<file path="src/sv/fct_pkg.sv">
// ----------------------------------------------------------------------------
// Frustum cull tester package
// Shared types, widths and codes for the frustum culling pipeline.
// ----------------------------------------------------------------------------
`default_nettype none

package fct_pkg;

    localparam int NUM_PLANES = 6;
    localparam int REG_COUNT  = 6;

    localparam int PLANE_W  = 64;
    localparam int COORD_W  = 16;
    localparam int RADIUS_W = 15;
    localparam int KIND_W   = 2;
    localparam int PROD_W   = 2 * COORD_W;
    localparam int OFF_W    = COORD_W + 15;
    localparam int DIST_W   = PROD_W + 2;

    localparam int ADDR_W = $clog2(REG_COUNT * 8);
    localparam int IDX_W  = ADDR_W - 3;

    localparam int S_TDATA_W = ((6 * COORD_W + RADIUS_W + 7) / 8) * 8;
    localparam int M_TDATA_W = 8;

    localparam logic [KIND_W-1:0] KIND_POINT  = 2'd0;
    localparam logic [KIND_W-1:0] KIND_SPHERE = 2'd1;
    localparam logic [KIND_W-1:0] KIND_BOX    = 2'd2;

    typedef struct packed {
        logic [KIND_W-1:0]          kind;
        logic signed [COORD_W-1:0]  lo_x;
        logic signed [COORD_W-1:0]  lo_y;
        logic signed [COORD_W-1:0]  lo_z;
        logic signed [COORD_W-1:0]  hi_x;
        logic signed [COORD_W-1:0]  hi_y;
        logic signed [COORD_W-1:0]  hi_z;
        logic [RADIUS_W-1:0]        sphere_radius;
    } item_t;

    typedef struct packed {
        item_t item;
        logic  in_frustum;
    } beat_t;

    typedef struct packed {
        logic [NUM_PLANES-1:0] we;
        logic [PLANE_W-1:0]    data;
    } cfg_wr_t;

endpackage

`default_nettype wire

</file>
<file path="src/sv/fct_apb.sv">
// ----------------------------------------------------------------------------
// Frustum cull tester register port
// Decodes APB writes into per-cell plane loads and returns plane read data.
// ----------------------------------------------------------------------------
`default_nettype none

module fct_apb (
    input  wire logic                                        psel,
    input  wire logic                                        penable,
    input  wire logic                                        pwrite,
    input  wire logic [fct_pkg::ADDR_W-1:0]                  paddr,
    input  wire logic [fct_pkg::PLANE_W-1:0]                 pwdata,
    output logic [fct_pkg::PLANE_W-1:0]                      prdata,
    output logic                                             pready,
    input  wire logic [fct_pkg::NUM_PLANES-1:0][fct_pkg::PLANE_W-1:0] planes,
    output fct_pkg::cfg_wr_t                                 cfg_wr
);

    logic [fct_pkg::IDX_W-1:0] idx;
    logic                      wr;

    assign idx    = paddr[fct_pkg::ADDR_W-1:3];
    assign pready = 1'b1;
    assign wr     = psel & penable & pwrite;

    always_comb begin
        cfg_wr.data = pwdata;
        cfg_wr.we   = '0;
        prdata      = '0;
        for (int i = 0; i < fct_pkg::NUM_PLANES; i++) begin
            if (i < fct_pkg::REG_COUNT && idx == fct_pkg::IDX_W'(i)) begin
                cfg_wr.we[i] = wr;
                prdata       = planes[i];
            end
        end
    end

endmodule

`default_nettype wire

</file>
<file path="config.mk">
export PLATFORM = sky130hd
export DESIGN_NAME = fct_apb
export DESIGN_NICKNAME = d
export VERILOG_FILES = /design/src/sv/fct_pkg.sv /design/src/sv/fct_apb.sv
export SDC_FILE = /design/constraint.sdc
export NUM_CORES = 1
export LEC_CHECK = 0
export BUFFER_PORTS_ARGS = -buffer_cell sky130_fd_sc_hd__buf_4
export CAP_MARGIN = 40
export CORE_AREA = 3 3 228 230
export DETAILED_ROUTE_END_ITERATION = 16
export DIE_AREA = 0 0 231 233
export PLACE_DENSITY = 0.3
export SETUP_SLACK_MARGIN = 0.5
export SLEW_MARGIN = 15
export SYNTH_ARGS = -nofsm -noshare
export SYNTH_HDL_FRONTEND = slang
export SYNTH_SLANG_ARGS = --single-unit
</file>
<file path="constraint.sdc">
create_clock -name vclk -period 2.6
set_input_delay 0.39 -clock vclk [all_inputs]
set_output_delay 0.39 -clock vclk [all_outputs]
set_load 0.01 [all_outputs]
</file>
After elaboration in Yosys (flattened, before gate mapping)
Cells that the tools add are included.
- register bits after elaboration: 0
- output and inout port bits: 135
- equality and inequality tests: 5
- muxes and demuxes: 12
- bitwise gates (word level): 2
- reduce and logical (&&, ||, !) cells: 1
- operators with widths (cell ; count):
    two-way mux 64 bit ; 6
    equality test 3 x 2 -> 1 bit (second input constant) ; 2
    equality test 3 bit (second input constant) ; 2
    two-way mux 1 bit ; 6
    equality test 3 x 1 -> 1 bit (second input constant) ; 1
    zero test 3 bit ; 1
    AND 1 bit ; 2

Logic depth before layout (Yosys ltp)
- word-level depth: 7
- mapped depth: 5
- depth with buffers taken out: 3

Worst setup path after synthesis
Ideal clock, no wire load.
- path kind: input -> output
- from: in paddr[4] in the netlist's numbering
- to: out cfg_wr[66] in the netlist's numbering
- arrival time: 1.371 ns
- data required time: 2.210 ns
- path slack: 0.839 ns
- stages on the path: 4
- buffers on the path: 3
- cells stage by stage: buf_2 > buf_2 > buf_2 > nor4b_1
- RTL lines (what ; RTL line ; text):
    start, declared ; fct_apb.sv:11 ; input wire logic [fct_pkg::ADDR_W-1:0] paddr,
    end, declared ; fct_apb.sv:16 ; output fct_pkg::cfg_wr_t cfg_wr

Worst setup path in the final report
- from: in paddr[3] in the netlist's numbering
- to: out prdata[42] in the netlist's numbering
- longest elaborated chain between the ends: 7
- RTL lines (what ; RTL line ; text):
    zero test 3 bit ; fct_apb.sv:31 ; if (i < fct_pkg::REG_COUNT && idx == fct_pkg::IDX_W'(i)) begin
    two-way mux 64 bit (5 in series) ; fct_apb.sv:31 ;
    two-way mux 64 bit * ; fct_apb.sv:31 ;
    end, declared ; fct_apb.sv:13 ; output logic [fct_pkg::PLANE_W-1:0] prdata,
Every way passes the cells marked *; elsewhere a longest branch is shown, timed or not.

==> results by group <==
Detailed routing
  • Total Wirelength: 25530 um
  • Remaining antenna violation count: 0
  • DRC violations left: 0
  • DR vias: 5109
  • Drt pass-1 iters: 4
  • Drt first-iter violations: 57
  • Vias per std cell: 3.431
  • Wire per inst: approximately 17 um

Yosys
  • Mapped Nets: 904
  • Synth top area share: 0.4528
  • Cell variety after synth: 15
  • Synthesized area: 0.004244 mm^2
  • Synth Warn #: 0
  • Cell accounting for the most synthesized area: mux2i_1
  • Synth Area per Inst: between 9 and 10 um^2
  • Cells after Synth: about 450
  • Top cells by area, synth: mux2i_1 45%, a221oi_2 23%, buf_4 14%, o21a_1 11%, buf_2 2.2%
  • Sequential area share after synthesis: 0

Finish
  • Antenna Cells: 0
  • Final Instance Count excl. Fillers: 1489
  • Synth-to-layout area growth: 90.09%
  • FILL cells: 5722
  • Fin util: 0.1611
  • Seq cells: 0
  • Register area: 0 um^2
  • Fraction of layout cells with a size suffix above 1: 0.6756
  • Final Net Count: between 1000 and 1500
  • Clock buffer cells: 0

GRT
  • Number of global-route vias before repair: between 5000 and 6000
  • Gr usage total: 0.08486
  • Largest net degree at the start of global routing: 52
  • First-pass GRT wire length: 34840 um
  • Grt ovf: 0
  • Initial antenna violation count: 0

Placed design
  • I/O Buffers: 460
  • Placer congestion estimate: around 0.73
  • Placed cells: 1488
  • Detailed placer's ending HPWL: 21570 um

Worst setup path
  • Crit Path Category: in2out
  • Critical Path Fanout Max: 30
  • Crit end category: primary output
  • Critical path arrival: 1.61 ns
  • Startpoint types: input pin
  • Data required, critical path: 2.21 ns

Die
  • Die height: 233 um
  • I/O pins: roughly 590
  • Die width: roughly 230 um
  • Starting Density: 0.08477
  • CORE AREA: 0.05007 mm^2
  • Die area: 0.05382 mm^2
  • Rows: 82

Power
  • P_leak: 3.950 nW
  • Power Total: 1.368 mW
  • Power Dens Cells: 169.6 mW/mm^2
  • Max IR drop VDD: 99.93 uV

Hold path
  • Hold Path Class: in2out

Timing
  • Final count of hold timing violations: 0
  • Final number of setup-violating endpoints: 0
  • Fin crit period: 2.000 ns
  • Fmax: between 0.5 and 0.6 GHz
  • Final hold slack: 0.7800 ns
  • Final Cycle Share: 0.7692
  • Fin. max-slew vios: 0
  • Fin Setup TNS: 0 ns
  • RSZ-0062 raised after global routing: no

Run status
  • Status: completed

Flow run
  • Max-cap viol count: 0
-- worst max-delay path: stages --
cell and delay, ns:
buf_16 0.23, buf_16 0.24, mux2i_1 0.13, o21a_1 0.19
a221oi_2 0.21, buf_4 0.17
-- cells by family (layout without fill, tap and decap cells) --
family | after synthesis | count (layout) | synth area share
other cells | 1 | 1 | 0.0008836
simple gates | 9 | 9 | 0.01533
mux | 192 | 192 | 0.4528
buf+inv | 117 | 487 | 0.1913
compound gates | 128 | 128 | 0.3396
-- layout make-up --
class / count / area (um^2) / area share
well taps: 672 / 840.8 / 0.1042
multi-input cells: 330 / 3440 / 0.4263
repair buffers: 487 / 3787 / 0.4694
-- final timing paths --
| path | start | endpoint | slack (ns) | cells after the start |
|---|---|---|---|---|
| hold / removal | pwdata[23] | cfg_wr[23] | 0.78 | 0 |
| setup / recovery | paddr[3] | prdata[42] | 0.60 | 6 |
-- synth_stat cells, drive strengths merged --
library cell  instances
and4b                 2
and3                  2
nor2                  1
mux2i               192
clkbuf               11
conb                  1
a221oi               64
nor4b                 2
nor4                  1
nand3                 1
buf                 106
o21a                 64
-- cells in the final DEF, fill, tap and decap left out, drive strengths merged --
cell type	n
nor4b	2
o21a	64
nor2	1
and4b	2
and3	2
a221oi	64
conb	1
buf	487
nand3	1
nor4	1
mux2i	192
-- power by group --
group          leakage, nW  switching (mW)  internal, mW  total (mW)
registers                0               0             0           0
clock network            0               0             0           0
logic                 3.95           0.565         0.803        1.37
total                 3.95           0.565         0.803        1.37
-- what timing repair did --
item,CTS,global route
setup endpoints to repair,11,3
setup buffers,1,0
pin swaps,1,0
resized for setup,1,2
hold buffers,0,0
-- routing by layer --
layer  track usage  vias up  wire length [um]
met3       0.02143       30              2226
met4       0.01743        0               591
met2        0.1693      288             13680
met1       0.08876     2346              9031
li1              -     2445                 -
met5             0        -                 0
-- through the flow --
stage | worst slack (ns) | cell area, um^2
finish | 0.6002 | 8068
floorplan | 0.8386 | 4244
CTS | 0.5195 | 8053
detailed placement | 0.4245 | 8040
global route | 0.5083 | 8068
global placement | 0.4289 | 8040
(Power assumes the default switching activity.)
