File: src/sv/fct_pkg.sv
// ----------------------------------------------------------------------------
// Frustum cull tester package
// Shared types, widths and codes for the frustum culling pipeline.
// ----------------------------------------------------------------------------
`default_nettype none

package fct_pkg;

    localparam int NUM_PLANES = 6;
    localparam int REG_COUNT  = 6;

    localparam int PLANE_W  = 64;
    localparam int COORD_W  = 16;
    localparam int RADIUS_W = 15;
    localparam int KIND_W   = 2;
    localparam int PROD_W   = 2 * COORD_W;
    localparam int OFF_W    = COORD_W + 15;
    localparam int DIST_W   = PROD_W + 2;

    localparam int ADDR_W = $clog2(REG_COUNT * 8);
    localparam int IDX_W  = ADDR_W - 3;

    localparam int S_TDATA_W = ((6 * COORD_W + RADIUS_W + 7) / 8) * 8;
    localparam int M_TDATA_W = 8;

    localparam logic [KIND_W-1:0] KIND_POINT  = 2'd0;
    localparam logic [KIND_W-1:0] KIND_SPHERE = 2'd1;
    localparam logic [KIND_W-1:0] KIND_BOX    = 2'd2;

    typedef struct packed {
        logic [KIND_W-1:0]          kind;
        logic signed [COORD_W-1:0]  lo_x;
        logic signed [COORD_W-1:0]  lo_y;
        logic signed [COORD_W-1:0]  lo_z;
        logic signed [COORD_W-1:0]  hi_x;
        logic signed [COORD_W-1:0]  hi_y;
        logic signed [COORD_W-1:0]  hi_z;
        logic [RADIUS_W-1:0]        sphere_radius;
    } item_t;

    typedef struct packed {
        item_t item;
        logic  in_frustum;
    } beat_t;

    typedef struct packed {
        logic [NUM_PLANES-1:0] we;
        logic [PLANE_W-1:0]    data;
    } cfg_wr_t;

endpackage

`default_nettype wire

File: src/sv/fct_cell.sv
// ----------------------------------------------------------------------------
// Frustum cull tester plane cell
// Holds one plane, tests the passing primitive against it over two stages.
// ----------------------------------------------------------------------------
`default_nettype none

module fct_cell (
    input  wire logic                          aclk,
    input  wire logic                          aresetn,
    input  wire logic                          cfg_we,
    input  wire logic [fct_pkg::PLANE_W-1:0]   cfg_data,
    output logic [fct_pkg::PLANE_W-1:0]        plane_q,
    input  wire logic                          in_valid,
    output logic                               in_ready,
    input  wire fct_pkg::beat_t                in_beat,
    output logic                               out_valid,
    input  wire logic                          out_ready,
    output fct_pkg::beat_t                     out_beat
);

    logic [fct_pkg::PLANE_W-1:0] plane_reg;

    logic                 v1_reg, v1_next;
    logic                 v2_reg, v2_next;
    logic                 en2;
    fct_pkg::beat_t       beat1_reg;
    fct_pkg::beat_t       beat2_reg;

    logic signed [fct_pkg::COORD_W-1:0] nx, ny, nz, d;
    logic signed [fct_pkg::COORD_W-1:0] px, py, pz;
    logic                               is_box;
    logic signed [fct_pkg::PROD_W-1:0]  prod_x_reg, prod_y_reg, prod_z_reg;
    logic signed [fct_pkg::PROD_W-1:0]  prod_x_next, prod_y_next, prod_z_next;
    logic signed [fct_pkg::OFF_W-1:0]   off_reg, off_next;
    logic signed [fct_pkg::DIST_W-1:0]  dist_sum;

    assign plane_q = plane_reg;
    assign nx = plane_reg[15:0];
    assign ny = plane_reg[31:16];
    assign nz = plane_reg[47:32];
    assign d  = plane_reg[63:48];

    assign en2      = !v2_reg || out_ready;
    assign in_ready = !v1_reg || en2;
    assign v1_next  = in_ready ? in_valid : v1_reg;
    assign v2_next  = en2 ? v1_reg : v2_reg;

    always_comb begin
        is_box = (in_beat.item.kind == fct_pkg::KIND_BOX);
        px = (is_box && !nx[15]) ? in_beat.item.hi_x : in_beat.item.lo_x;
        py = (is_box && !ny[15]) ? in_beat.item.hi_y : in_beat.item.lo_y;
        pz = (is_box && !nz[15]) ? in_beat.item.hi_z : in_beat.item.lo_z;
        prod_x_next = nx * px;
        prod_y_next = ny * py;
        prod_z_next = nz * pz;
        off_next = $signed({d[15], d, 14'd0});
        if (in_beat.item.kind == fct_pkg::KIND_SPHERE) begin
            off_next = off_next + $signed({2'b00, in_beat.item.sphere_radius, 14'd0});
        end
    end

    assign dist_sum = fct_pkg::DIST_W'(prod_x_reg) + fct_pkg::DIST_W'(prod_y_reg)
                    + fct_pkg::DIST_W'(prod_z_reg) + fct_pkg::DIST_W'(off_reg);

    always_ff @(posedge aclk) begin
        if (!aresetn) begin
            plane_reg <= '0;
            v1_reg    <= 1'b0;
            v2_reg    <= 1'b0;
        end else begin
            if (cfg_we) begin
                plane_reg <= cfg_data;
            end
            v1_reg <= v1_next;
            v2_reg <= v2_next;
        end
    end

    always_ff @(posedge aclk) begin
        if (in_ready) begin
            beat1_reg  <= in_beat;
            prod_x_reg <= prod_x_next;
            prod_y_reg <= prod_y_next;
            prod_z_reg <= prod_z_next;
            off_reg    <= off_next;
        end
        if (en2) begin
            beat2_reg.item       <= beat1_reg.item;
            beat2_reg.in_frustum <= beat1_reg.in_frustum & ~dist_sum[fct_pkg::DIST_W-1];
        end
    end

    assign out_valid = v2_reg;
    assign out_beat  = beat2_reg;

    a_plane_load: assert property (@(posedge aclk) disable iff (!aresetn)
        cfg_we |=> plane_reg == $past(cfg_data))
        else $error("plane register did not take the written value");

    a_ready_full: assert property (@(posedge aclk) disable iff (!aresetn)
        !in_ready |-> (v1_reg && v2_reg))
        else $error("cell refused a beat with a free stage");

    a_outside_kept: assert property (@(posedge aclk) disable iff (!aresetn)
        (en2 && v1_reg && !beat1_reg.in_frustum) |=> !beat2_reg.in_frustum)
        else $error("rejected primitive became inside");

endmodule

`default_nettype wire

File: config.mk
export PLATFORM = sky130hd
export DESIGN_NAME = fct_cell
export DESIGN_NICKNAME = d
export VERILOG_FILES = /design/src/sv/fct_pkg.sv /design/src/sv/fct_cell.sv
export SDC_FILE = /design/constraint.sdc
export NUM_CORES = 2
export LEC_CHECK = 0
export BUFFER_PORTS_ARGS = -buffer_cell sky130_fd_sc_hd__buf_2
export CAP_MARGIN = 15
export CORE_ASPECT_RATIO = 0.5
export CORE_MARGIN = 2
export CORE_UTILIZATION = 45
export CTS_CLUSTER_DIAMETER = 100
export DETAILED_ROUTE_END_ITERATION = 12
export SETUP_SLACK_MARGIN = 0.05
export SLEW_MARGIN = 20
export SYNTH_ARGS = -nofsm -noshare
export SYNTH_HDL_FRONTEND = slang
export SYNTH_SLANG_ARGS = --single-unit
File: constraint.sdc
create_clock -name aclk -period 9.8 [get_ports aclk]
set_input_delay 0 -clock aclk [delete_from_list [all_inputs] [get_ports aclk]]
set_output_delay 0 -clock aclk [all_outputs]
set_load 0.01 [all_outputs]
# --- Word level (Yosys, flattened, before mapping) ---
# Index checks and enable logic that the tools add are counted.
classes:
  addsub: 4
  reduce_logical: 10
  multipliers: 3
  bitwise: 2
  eq_ne: 2
  n_mux: 4
ops:
  columns: ["cell", "count"]
  rows:
  - ["$mul 16x16->32", 3]
  - ["$mux 16", 3]
  - ["$add 33x32->34", 1]
  - ["$add 34x31->34", 1]
  - ["$add 32x32->33", 1]
  - ["$add 30x30->31", 1]
  - ["$mux 31", 1]
  - ["$logic_not 1->1", 5]
  - ["$logic_and 1x1->1", 3]
  - ["$eq 2x1->1 const B", 1]
  - ["$eq 2x2->1 const B", 1]
  - ["$logic_or 1x1->1", 2]
  - ["$and 1x1->1", 1]
  - ["$not 1->1", 1]
word_totals:
  register_bits: 421
  elab_cells: 51

# --- Depth between registers and ports, before layout ---
depth:
  ltp_word: 5
  depth_mapped: 28
  ltp_nobuf: 25

# --- Worst setup path after synthesis ---
# Ideal clock, no wire load.
synth_path:
  kind: "reg2reg"
  start: "register plane_reg (netlist bit plane_q[31])"
  end: "register prod_y_reg[31] (netlist name), data pin"
  path_slack_ns: 2.667
  path_stages_with_launch: 26
  arrival_time_ns: 6.873
  period_less_slack_ns: 7.133
  cell_sequence: "dfxtp_1 clkbuf_1 nor2_1 buf_2 mux2i_1 clkbuf_1 nor2b_1 fa_1 inv_1 fa_1 fa_1 inv_1 fa_1 fa_1 inv_1 fa_1 inv_1 ha_1 a21o_1 o21a_1 or4_4 o21ai_4 o21ba_4 nand4b_1 a21oi_2 xnor2_1"
synth_via:
  elab_chain_len: 4
synth_rtl:
  columns: ["element", "line_no", "rtl"]
  rows:
  - ["from (decl)", "fct_cell.sv:21", "logic [fct_pkg::PLANE_W-1:0] plane_reg;"]
  - ["from (signal assigned)", "fct_cell.sv:72", "plane_reg <= cfg_data;"]
  - ["$logic_not 1->1", "fct_cell.sv:51", "py = (is_box && !ny[15]) ? in_beat.item.hi_y : in_beat.item.lo_y;"]
  - ["$logic_and 1x1->1", "fct_cell.sv:51", null]
  - ["$mux 16", "fct_cell.sv:51", null]
  - ["$mul 16x16->32 (*)", "fct_cell.sv:54", "prod_y_next = ny * py;"]
  - ["via prod_y_next, one bit", "fct_cell.sv:33", "logic signed [fct_pkg::PROD_W-1:0] prod_x_next, prod_y_next, prod_z_next;"]
  - ["to (signal assigned)", "fct_cell.sv:83", "prod_y_reg <= prod_y_next;"]
  - ["to (decl)", "fct_cell.sv:32", "logic signed [fct_pkg::PROD_W-1:0] prod_x_reg, prod_y_reg, prod_z_reg;"]
# Mark *: on every way through the listed nets, which the timed path passes. The rest lies on a longest branch.
# A chain may end at the register's enable or synchronous reset.

# --- Final worst setup path ---
layout_path:
  start: "input in_beat[112] (netlist name)"
  end: "register prod_x_reg[29] (netlist name), data pin"
layout_via:
  elab_chain_len: 4
layout_rtl:
  columns: ["element", "line_no", "rtl"]
  rows:
  - ["from (decl)", "fct_cell.sv:15", "input wire fct_pkg::beat_t in_beat,"]
  - ["$eq 2x2->1", "fct_cell.sv:49", "is_box = (in_beat.item.kind == fct_pkg::KIND_BOX);"]
  - ["$logic_and 1x1->1", "fct_cell.sv:50", "px = (is_box && !nx[15]) ? in_beat.item.hi_x : in_beat.item.lo_x;"]
  - ["$mux 16", "fct_cell.sv:50", null]
  - ["$mul 16x16->32", "fct_cell.sv:53", "prod_x_next = nx * px;"]
  - ["via prod_x_next, one bit", "fct_cell.sv:33", null]
  - ["to (signal assigned)", "fct_cell.sv:82", "prod_x_reg <= prod_x_next;"]
  - ["to (decl)", "fct_cell.sv:32", null]
# The timed path passes the listed nets, and every way through them passes these cells.

==> impl_metrics.py <==
metrics = {
    "power_and_ir_drop": {
        "pwr-share-comb": 0.678,
        "power_switching_share": 0.470,
        "max-vdd-ir-drop_uv": 201,
        "clock_power_share": 0.124,
        "p_sw_mw": 6.56,
        "p_leak_nw": 25.1,
        "p_per_area_nw_per_um2": 266,
        "p_seq_frac": 0.198,
        "p_int_mw": 7.40,
    },
    "timing": {
        "finalSetupTns_ps": 0,
        "setup_violations": 0,
        "timing.final.crit_share": 0.770,
        "rsz0062_at_grt": "no",
        "clock.fmax_ghz": 0.133,
        "hold-worst-slack_ps": 37.0,
        "skew_ps": 30.3,
        "fin_crit_ps": 7540,
        "tightest_slew_ps": 1140,
        "max_slew_margin": 0.239,
        "hold_viol_final": 0,
        "slew_violations": 0,
    },
    "global_routing": {
        "gr-usage-met1": 0.371,
        "first_global_vias": 33303,
        "top_usage_layer": "met1",
        "grt_max_degree": 71,
        "grt_pass1_wl_um": 194000,
        "met2_usage": 0.367,
        "grt_antenna_before_repair": 5,
        "grt-ovfl-total": 0,
        "grtUsageTotal": 0.243,
        "grt.met3_usage": 0.0402,
    },
    "drt": {
        "vias": 30878,
        "drtAntennaViolNets": 0,
        "routedWlPerCell_um": 20.3,
        "drt_pass1_iterations": 5,
        "drt_iter0_drc": 1925,
        "vias_per_cell": 5.10,
        "routed_wirelength_um": 123000,
        "drc": 0,
    },
    "floorplanning": {
        "start_util": 0.455,
        "core_um2": 100000,
        "die_w_um": 455,
        "placementRows": 82,
        "die-area_um2": 104000,
        "die_y_um": 229,
        "top_level_ports": 363,
    },
    "yosys": {
        "synth_compound_area_frac": 0.0465,
        "synth-edff-count": 341,
        "synthesis.nets": 5487,
        "synthFlopType": "edfxtp_1",
        "avgSynthCellArea_um2": 11.0,
        "netlist_area_um2": 45700,
        "synth_top_family_by_area": "adder cells",
        "ys_ff_latch": 407,
        "synth-simple-area-share": 0.116,
        "ys_seq_area_frac": 0.253,
        "synth_xor_area_frac": 0.0226,
        "synth_cell_type_count": 76,
        "yosys_warnings": 0,
        "muxShareOfSynthArea": 0.0266,
        "async_flop_share": 0,
        "synthCells": 4163,
        "synthAdderAreaFrac": 0.450,
    },
    "clock_tree": {
        "cts_tree": "done",
        "cts_resized": 0,
        "hold_buffers": 188,
        "clk_pin_slew_ps": 70,
        "clock-sinks": 407,
        "ctsLongestPathBuffers": 3,
        "cts.htree.levels": 2,
        "cts_buffers": 43,
        "cts_setup_buffers": 0,
        "insertion_delay_ps": 630,
        "clock-root-buffer": "clkbuf_16",
    },
    "worst_hold_path": {
        "hp-class": "primary input to flop",
        "hold_path_depth": 3,
    },
    "critical_path": {
        "critPathBufInv": 9,
        "rrSetupSlack_ps": 2270,
        "cp-start-kind": "primary input",
        "path_depth": 28,
        "cp_top_family": "adder cells",
        "cp.arrival_ps": 7910,
        "reg2regPathDepth": 22,
        "critPathMostFrequentCell": "fa_1",
        "crit_path_max_fanout": 15,
        "slowest_delay_ps": 630,
        "crit_slowest_cell": "nor2_2",
        "cp.required_ps": 10170,
        "critPathKind": "primary input to flop",
        "cp-end-kind": "flop",
    },
    "cells_and_area": {
        "area_growth_pct": 14.9,
        "mostFrequentLayoutCell": "inv_1",
        "fin_cells": 6058,
        "drive_gt1_frac": 0.120,
        "final_cell_mix": "inv_1, fa_1, nand2_1",
        "fill_cells": 8922,
        "layout.nets": 6003,
        "antennaDiodeCount": 0,
    },
    "placement": {
        "placed_cells": 5789,
        "hpwlAfterDp_um": 97700,
        "gp_congestion": 0.896,
        "portBuffers": 362,
    },
    "run_status": {
        "outcome": "completed",
    },
    "job": {
        "max-cap-violations": 0,
    },
}
[kinds of logic (layout without fill, tap and decap cells)]
| kind of cell | after synthesis | after routing |
|---|---|---|
| simple gates | 1042 | 1042 |
| fa+ha+maj | 1141 | 1141 |
| buf+inv | 1029 | 1580 |
| xor+xnor | 118 | 118 |
| flops | 407 | 407 |
| compound gates | 309 | 309 |
| mux | 117 | 117 |
[synth_stat cells, types with 8 or more instances]
cell type	n	area share
nand4_1	8	0.0011
a31oi_1	11	0.0015
or2_2	15	0.0021
edfxtp_1	341	0.22
ha_1	304	0.083
o211ai_1	9	0.0015
a21oi_1	82	0.0090
o21bai_1	18	0.0030
clkbuf_1	124	0.010
nor3_1	17	0.0019
a21o_1	42	0.0069
inv_1	900	0.074
o21a_1	17	0.0028
nor2_1	87	0.0072
nand2_1	387	0.032
and3_1	10	0.0014
dfxtp_1	66	0.029
nor2b_1	279	0.038
mux2i_1	82	0.018
and2_1	171	0.023
xnor2_1	93	0.018
a211oi_1	10	0.0016
o21ai_0	55	0.0060
nand2b_1	29	0.0040
mux2_2	35	0.0086
nand3_1	22	0.0024
fa_1	837	0.37
xor2_1	25	0.0048
[final cells by class]
cell class	instances	area, µm²	share of cell area
inverter	900	3380	0.0645
tap	1344	1680	0.0320
clock buffer	52	1210	0.0231
sequential	407	11600	0.220
multi-input combinational	2727	30300	0.577
clock inverter	28	274	0.00522
timing repair buffer	600	4090	0.0780
[final timing paths]
kind | from | end
worst max register to register | plane_q[31] | prod_y_reg[31]
worst min register to register | beat1_reg[49] | out_beat[49]
worst max-delay path | in_beat[112] | prod_x_reg[29]
worst min-delay path | cfg_we | plane_q[58]
[power by group through the flow]
| stage | clock network (mW) | registers [mW] | logic [mW] |
|---|---|---|---|
| floorplan | 0 | 2.67 | 6.78 |
| global placement | 0 | 2.80 | 9.18 |
| detailed placement | 0 | 2.79 | 9.25 |
| CTS | 1.78 | 2.77 | 9.46 |
| global route | 1.84 | 2.79 | 10.7 |
| finish | 1.73 | 2.76 | 9.47 |
[worst reg2reg max path: stages, from the launching register on]
cell and delay, ps:
dfxtp_1 560, nor2_4 640, mux2_2 570, and2_1 240, fa_1 540, inv_1 60
fa_1 500, fa_1 520, inv_1 50, fa_1 490, fa_1 490, inv_1 40
fa_1 480, inv_1 40, ha_1 370, a21o_1 230, o21a_1 200, or4_4 490
o21ai_4 200, o21ba_4 210, nand4b_1 130, a21oi_2 160, xnor2_1 70
[stage by stage]
stage	utilization	total power [mW]	cell area, µm²	setup slack [ps]
2_1_floorplan	-	9.46	45700	2670
3_3_place_gp	0.489	12.0	49100	2060
3_5_place_dp	0.489	12.0	49100	1980
4_1_cts	0.523	14.0	52400	1980
5_1_grt	0.523	15.3	52500	1940
6_report	0.523	14.0	52500	2260
[metal layers]
layer  vias up  wire length (µm)  share of wire
li1      13870                 -              -
met1     15997             58000           0.47
met2       888             54900           0.45
met3       123              8090          0.066
met4         0              1900          0.015
met5         -                 0              0
Note: power is estimated with default switching activity, not from simulation.
